`src/sv/ncm_pkg.sv`:
```
`default_nettype none
package ncm_pkg;

  localparam int MAX_FACE_SIZE = 256;
  localparam int FACE_W  = 3;
  localparam int COORD_W = 8;
  localparam int SIZE_W  = 9;
  localparam int INT_W   = 9;
  localparam int BYTE_W  = 8;
  localparam int VEC_W   = 11;
  localparam int MAG_W   = 10;
  localparam int K_W     = 16;
  localparam int PROD_W  = 26;
  localparam int M_W     = 20;
  localparam int FRAC_W  = 16;
  localparam int ACC_W   = 60;
  localparam int N_W     = 10;
  localparam int NUM_CELLS = 10;
  localparam int STEP_W  = 4;
  localparam int LANES   = 4;
  localparam int COLORS  = 3;

  localparam int LANE_ALPHA = 0;
  localparam int LANE_RED   = 1;
  localparam int LANE_GREEN = 2;
  localparam int LANE_BLUE  = 3;

  localparam logic [INT_W-1:0] INTENSITY_RESET = 9'd256;
  localparam logic [BYTE_W-1:0] BYTE_MID = 8'd128;
  localparam logic [BYTE_W-1:0] BYTE_MAX = 8'd255;

  typedef enum logic [FACE_W-1:0] {
    FACE_POS_X = 3'd0,
    FACE_NEG_X = 3'd1,
    FACE_POS_Y = 3'd2,
    FACE_NEG_Y = 3'd3,
    FACE_POS_Z = 3'd4,
    FACE_NEG_Z = 3'd5
  } face_t;

  typedef struct packed {
    logic signed [VEC_W-1:0] vx;
    logic signed [VEC_W-1:0] vy;
    logic signed [VEC_W-1:0] vz;
    logic [K_W-1:0]          k;
  } vec_t;

  typedef struct packed {
    logic [LANES-1:0][PROD_W-1:0] prod;
    logic [COLORS-1:0][M_W-1:0]   sq;
    logic [COLORS-1:0]            neg;
  } prod_t;

  typedef struct packed {
    logic [ACC_W-1:0] rem;
    logic [ACC_W-1:0] p;
    logic [N_W-1:0]   n;
  } lane_t;

  typedef struct packed {
    lane_t [LANES-1:0]  lane;
    logic [ACC_W-1:0]   mq;
    logic [COLORS-1:0]  neg;
    logic               mzero;
  } root_t;

endpackage
`default_nettype wire

```
`src/sv/ncm_cell.sv`:
```
`default_nettype none
module ncm_cell (
  input  wire logic                        clk,
  input  wire logic                        rst,
  input  wire logic [ncm_pkg::STEP_W-1:0]  step,
  input  wire logic                        in_valid,
  output logic                             in_ready,
  input  ncm_pkg::root_t                   in_data,
  output logic                             out_valid,
  input  wire logic                        out_ready,
  output ncm_pkg::root_t                   out_data
);
  import ncm_pkg::*;

  logic vld;
  root_t data_next;
  logic [LANES-1:0][ACC_W-1:0] trial;

  assign in_ready = !vld || out_ready;
  assign out_valid = vld;

  // try one result bit per lane: keep it if remainder covers the square growth
  always_comb begin
    data_next = in_data;
    for (int i = 0; i < LANES; i++) begin
      trial[i] = (in_data.lane[i].p << (step + STEP_W'(1)))
               + (in_data.mq << {step, 1'b0});
      if (in_data.lane[i].rem >= trial[i]) begin
        data_next.lane[i].rem = in_data.lane[i].rem - trial[i];
        data_next.lane[i].p   = in_data.lane[i].p + (in_data.mq << step);
        data_next.lane[i].n   = in_data.lane[i].n | (N_W'(1) << step);
      end
    end
  end

  always_ff @(posedge clk) begin
    if (rst) begin
      vld <= 1'b0;
    end else if (in_ready) begin
      vld <= in_valid;
    end
  end

  always_ff @(posedge clk) begin
    if (in_ready && in_valid) out_data <= data_next;
  end
endmodule
`default_nettype wire

```
`config.mk`:
```
export PLATFORM = sky130hd
export DESIGN_NAME = ncm_cell
export DESIGN_NICKNAME = d
export VERILOG_FILES = /design/src/sv/ncm_pkg.sv /design/src/sv/ncm_cell.sv
export SDC_FILE = /design/constraint.sdc
export NUM_CORES = 2
export LEC_CHECK = 0
export BUFFER_PORTS_ARGS = -buffer_cell sky130_fd_sc_hd__clkbuf_2
export CAP_MARGIN = 20
export CORE_AREA = 2 2 465 467
export DETAILED_ROUTE_END_ITERATION = 12
export DIE_AREA = 0 0 467 469
export PLACE_DENSITY = 0.64
export RECOVER_POWER = 25
export SLEW_MARGIN = 20
export SYNTH_ARGS = -nofsm -noshare
export SYNTH_HDL_FRONTEND = slang
export SYNTH_SLANG_ARGS = --single-unit
export TNS_END_PERCENT = 5
```
`constraint.sdc`:
```
create_clock -name clk -period 20 [get_ports clk]
set_input_delay 5 -clock clk [delete_from_list [all_inputs] [get_ports clk]]
set_output_delay 5 -clock clk [all_outputs]
set_load 0.005 [all_outputs]
```
## Word-level counts from Yosys, hierarchy flattened

Cells that the tools add are included.

| operators by class | value |
|---|---|
| add/sub/neg operators | 13 |
| multipliers | 0 |
| div/mod/pow operators | 0 |
| order comparisons | 4 |
| eq/ne operators | 0 |
| shifts and indexed selects | 7 |
| multiplexer cells | 4 |
| bitwise logic cells | 4 |
| reductions and logical operators | 3 |

Operator list:

| kind | count |
|---|---|
| 2-to-1 mux 130 bit | 4 |
| adder 60 bit | 8 |
| << shifter 60 x 4 -> 60 bit | 5 |
| greater-or-equal comparator 60 bit | 4 |
| subtractor 60 bit | 4 |
| << shifter 60 x 5 -> 60 bit | 1 |
| bitwise OR 10 bit | 4 |
| << shifter 1 x 4 -> 10 bit (first input constant) | 1 |
| adder 4 x 1 -> 4 bit (second input constant) | 1 |
| logical AND 1 bit | 1 |
| zero test 1 bit | 1 |
| logical OR 1 bit | 1 |

| storage, ports and cells | value |
|---|---|
| bits in registers | 585 |
| bits in latches | 0 |
| RAM bits | 0 |
| ROM bits | 0 |
| input bits | 592 |
| output and inout port bits | 586 |
| logic and storage cells | 51 |
| memories kept | 0 |

## Longest topological paths before layout

| logic depth | value |
|---|---|
| depth in word-level cells | 5 |
| gate-level depth with buffers | 53 |
| depth with buffers taken out | 37 |

## Worst setup path before layout

OpenSTA, ideal clock, no wires.

| timing path | value |
|---|---|
| kind | input -> register |
| from | input port out_ready |
| to | register out_data[0] (netlist bit) (enable) |
| setup time | 1028 ps |
| data arrival time | 18355 ps |
| required time | 18972 ps |
| path slack | 617 ps |
| stages on the path | 2 |
| path buffers | 0 |
| cell sequence | nand2b_1 > and2_1 |

| between the ends | value |
|---|---|
| cells in the longest elaborated chain, start to end | 2 |

Ends and longest elaborated chain:

| element | line | RTL |
|---|---|---|
| from (decl) | ncm_cell.sv:10 | `input wire logic out_ready,` |
| logical OR 1 bit | ncm_cell.sv:19 | `assign in_ready = !vld \|\| out_ready;` |
| logical AND 1 bit | ncm_cell.sv:45 | `if (in_ready && in_valid) out_data <= data_next;` |
| to (signal assigned) | ncm_cell.sv:45 |  |
| to (decl) | ncm_cell.sv:11 | `output ncm_pkg::root_t out_data` |

No other way between the ends.
A chain may end at the register's enable or synchronous reset.

==> run metrics <==
via count of the first global-routing pass 74100; setup_tns 0 ns; insertion delay of the later-clocked pin in the worst-skew pair 0.76 ns; H-tree levels 3; number of iterations in the first detailed-routing pass 6; relative contribution of the clock network to total power 11.8%; Post-Syn Area 0.0761 sq mm; CTS tree done; routability congestion estimate 1.07; final cell count without fillers 13000; Gate Count Post-Synth 9125; fraction of layout instances using a drive strength above 1 16.4%; height of the chip 469 um; number of port buffers 1177; arrival time reported for the critical path endpoint 16.34 ns; number of gates given a new drive strength after cts 0; Worst Reg-to-Reg Cells 6; critical path's slowest cell sky130_fd_sc_hd__buf_4; cts bufs inserted 74; power density normalized to cell area 138 mW/mm^2; area of the die 0.219 sq mm; placeable core region 0.214 sq mm; iteration-0 DRC count of the detailed router 9100; number of fillers in the final layout 21800; Die Wd 467 um; worst setup slack after layout 4.13 ns; number of antenna violations at the first check in global routing 63; #FFs+latches synth 585; maximum resistive drop on vdd 0.148 mV; largest net degree at the start of global routing 211; highest fanout seen on the critical path 80; sequential cell area 0.0176 sq mm; wire per inst 31.8 um; Detail Route Antenna Nets 0; CP Data Required Time 20.48 ns; largest area contributor in the synthesized netlist sky130_fd_sc_hd__edfxtp_1; number of distinct standard cells referenced by the synthesized netlist 110; total wire length 412 mm; switching power as a share of total power 51.3%; combined area of the multi-input logic cells 0.0560 sq mm; number of remaining DRC errors 0; synth top area cells sky130_fd_sc_hd__edfxtp_1 (23%), sky130_fd_sc_hd__ha_1 (11%), sky130_fd_sc_hd__a21oi_1 (6.2%); hold-fix buffer count after cts 0; Hold Path End out_valid; CTS clk-pin slew, worst paths 0.05 ns; most common library cell in the layout ignoring fill and taps sky130_fd_sc_hd__clkbuf_2; type of the worst setup path input port to register; count of endpoints failing setup in the final report 0; Mapped Nets 10400; number of synthesized flops with an enable pin 584; global route overflow 0; DP Wirelength 342 mm; FF-to-FF setup slack 8.80 ns; average footprint of a synthesized cell 8.34 sq um; number of instances on the worst hold path 2; count of vias placed by the detailed router 80000; R2R Path End out_data[447]; proportion of synthesized flip-flops having asynchronous set or reset 0%; Crit. End Element register; Final Hold Viols 0; CTS Buffer Depth 3; Total Nets Final 11300; portion of total power attributed to sequential cells 19.5%; wire length of the first global-routing pass 561 mm; part of the total power dissipated in combinational logic 68.8%; Placed Instances 12800; area fraction of the dominant cell type after synthesis 23.0%; buffer count from post-CTS setup fixing 0; run status finished with violations; overall power of the completed layout 12.1 mW; unrepaired setup endpoints after global routing false; per-cell via count in the routed design 6.16; clock skew 0.0356 ns; TritonCTS sink count 585; count of synthesis-stage warnings from yosys 0; sequential fraction of the synthesis area 23.1%; Internal Pwr Total 5.88 mW; class of the tightest hold or removal check register to register; total routing resource utilization after global routing 35.9%; violated checks max-capacitance violations, max-slew violations; Initial Util 35.6%; number of core rows 170; headroom to the max-slew limit -573%; standby leakage power 38.0 nW; Max Transition Viols Final 172; Boundary Pins 1178; number of max-cap violations 1; Post-synth top flop sky130_fd_sc_hd__edfxtp_1; power dissipated by switching net loads 6.18 mW; library cell used as clock root buffer sky130_fd_sc_hd__clkbuf_16; worst slack at placement 3.47 ns; Critical Path Start Type input port; stage delay of the slowest cell on the critical path 0.69 ns; P&R area growth vs syn 14.7%; maximum frequency from static timing analysis 63.0 MHz; minimum clock period 15.87 ns; post-route fraction of the period consumed by the critical path 79.3%; commonest cells after routing, fill and taps aside sky130_fd_sc_hd__clkbuf_2 (987), sky130_fd_sc_hd__nand2_1 (964), sky130_fd_sc_hd__a21oi_1 (946); most prevalent standard cell on the critical path sky130_fd_sc_hd__buf_4; launch point of the worst hold path out_valid; startpoint of the worst register-to-register path out_valid; transition at the pin with the smallest max-transition slack 10.09 ns
-- worst max path at each step --
stage / from / endpoint / slack, ns / depth (start not counted)
4_1_cts: step[0] / out_data[204] / 4.24 / 35
3_3_place_gp: step[0] / out_data[204] / 3.69 / 35
5_1_grt: step[0] / out_data[525] / 3.59 / 32
6_report: step[0] / out_data[525] / 4.13 / 32
3_5_place_dp: step[0] / out_data[204] / 3.47 / 35
2_1_floorplan: out_ready / out_data[0] / 0.62 / 2
-- state kept, by name, indices dropped and copies added, names as in the netlist --
name and cells:
out_data 584, out_valid 1
-- cells by family (layout without fill, tap and decap cells) --
family / after synthesis / count (layout) / share of synthesized area, %
AO/OA/AOI/OAI: 3134 / 3134 / 25.3
XOR/XNOR: 711 / 711 / 8.20
flip-flops: 585 / 585 / 23.1
buffers and inverters: 662 / 1650 / 3.59
AND/OR/NAND/NOR: 2633 / 2633 / 16.1
other: 0 / 39 / 0
multiplexers: 686 / 686 / 11.9
adder cells (fa/ha/maj): 714 / 714 / 11.8
-- final cells by class --
class / count / area share, %
Multi-Input combinational cell: 7878 / 64.2
Timing Repair Buffer: 1315 / 7.79
Tap cell: 2838 / 4.07
Sequential cell: 585 / 20.1
Antenna cell: 39 / 0.112
Inverter: 205 / 0.890
Clock inverter: 40 / 0.572
Clock buffer: 90 / 2.26
-- layer usage --
| metal | share of wire [%] | track usage (%) |
|---|---|---|
| met3 | 9.0 | 7.33 |
| met2 | 42 | 54.0 |
| met1 | 42 | 48.1 |
| met5 | 0.038 | 0 |
| met4 | 6.3 | 19.6 |
-- per-stage QoR --
stage | cell area, sq um | hold WS [ns] | utilization [%]
finish | 87300 | 0.533 | 40.8
global route | 87200 | 0.564 | 40.8
global placement | 84900 | 0.503 | 39.7
CTS | 87400 | 0.534 | 40.9
detailed placement | 84900 | 0.524 | 39.7
floorplan | 76100 | 0.522 | -
-- power by group through the flow --
stage          clock, mW  sequential, mW  combinational (mW)
4_1_cts             1.45            2.35                8.17
5_1_grt             1.48            2.38                8.94
3_3_place_gp           0            2.37                8.08
3_5_place_dp           0            2.36                8.13
6_report            1.42            2.35                8.29
2_1_floorplan          0            2.33                5.20
-- worst max-delay path: cells and delay by family --
| kind | cells | cell delay [ns] |
|---|---|---|
| compound gates | 16 | 4.76 |
| buf+inv | 7 | 3.16 |
| fa+ha+maj | 5 | 1.88 |
| simple gates | 2 | 0.60 |
| mux | 1 | 0.41 |
| xor+xnor | 1 | 0.30 |
-- synth_stat cells (all sizes together) (110+ instances only) --
cell type	instances
nand2	964
a21oi	951
o21ai	930
ha	679
nor2	641
edfxtp	584
a21o	455
mux2i	408
xnor2	398
xor2	313
clkbuf	285
inv	204
buf	172
mux4	164
nand2b	156
o21bai	140
nand3	139
nor3	139
nor2b	124
nand4	116
mux2	114
and2	110
No activity file was read; power rests on OpenSTA's default activity.
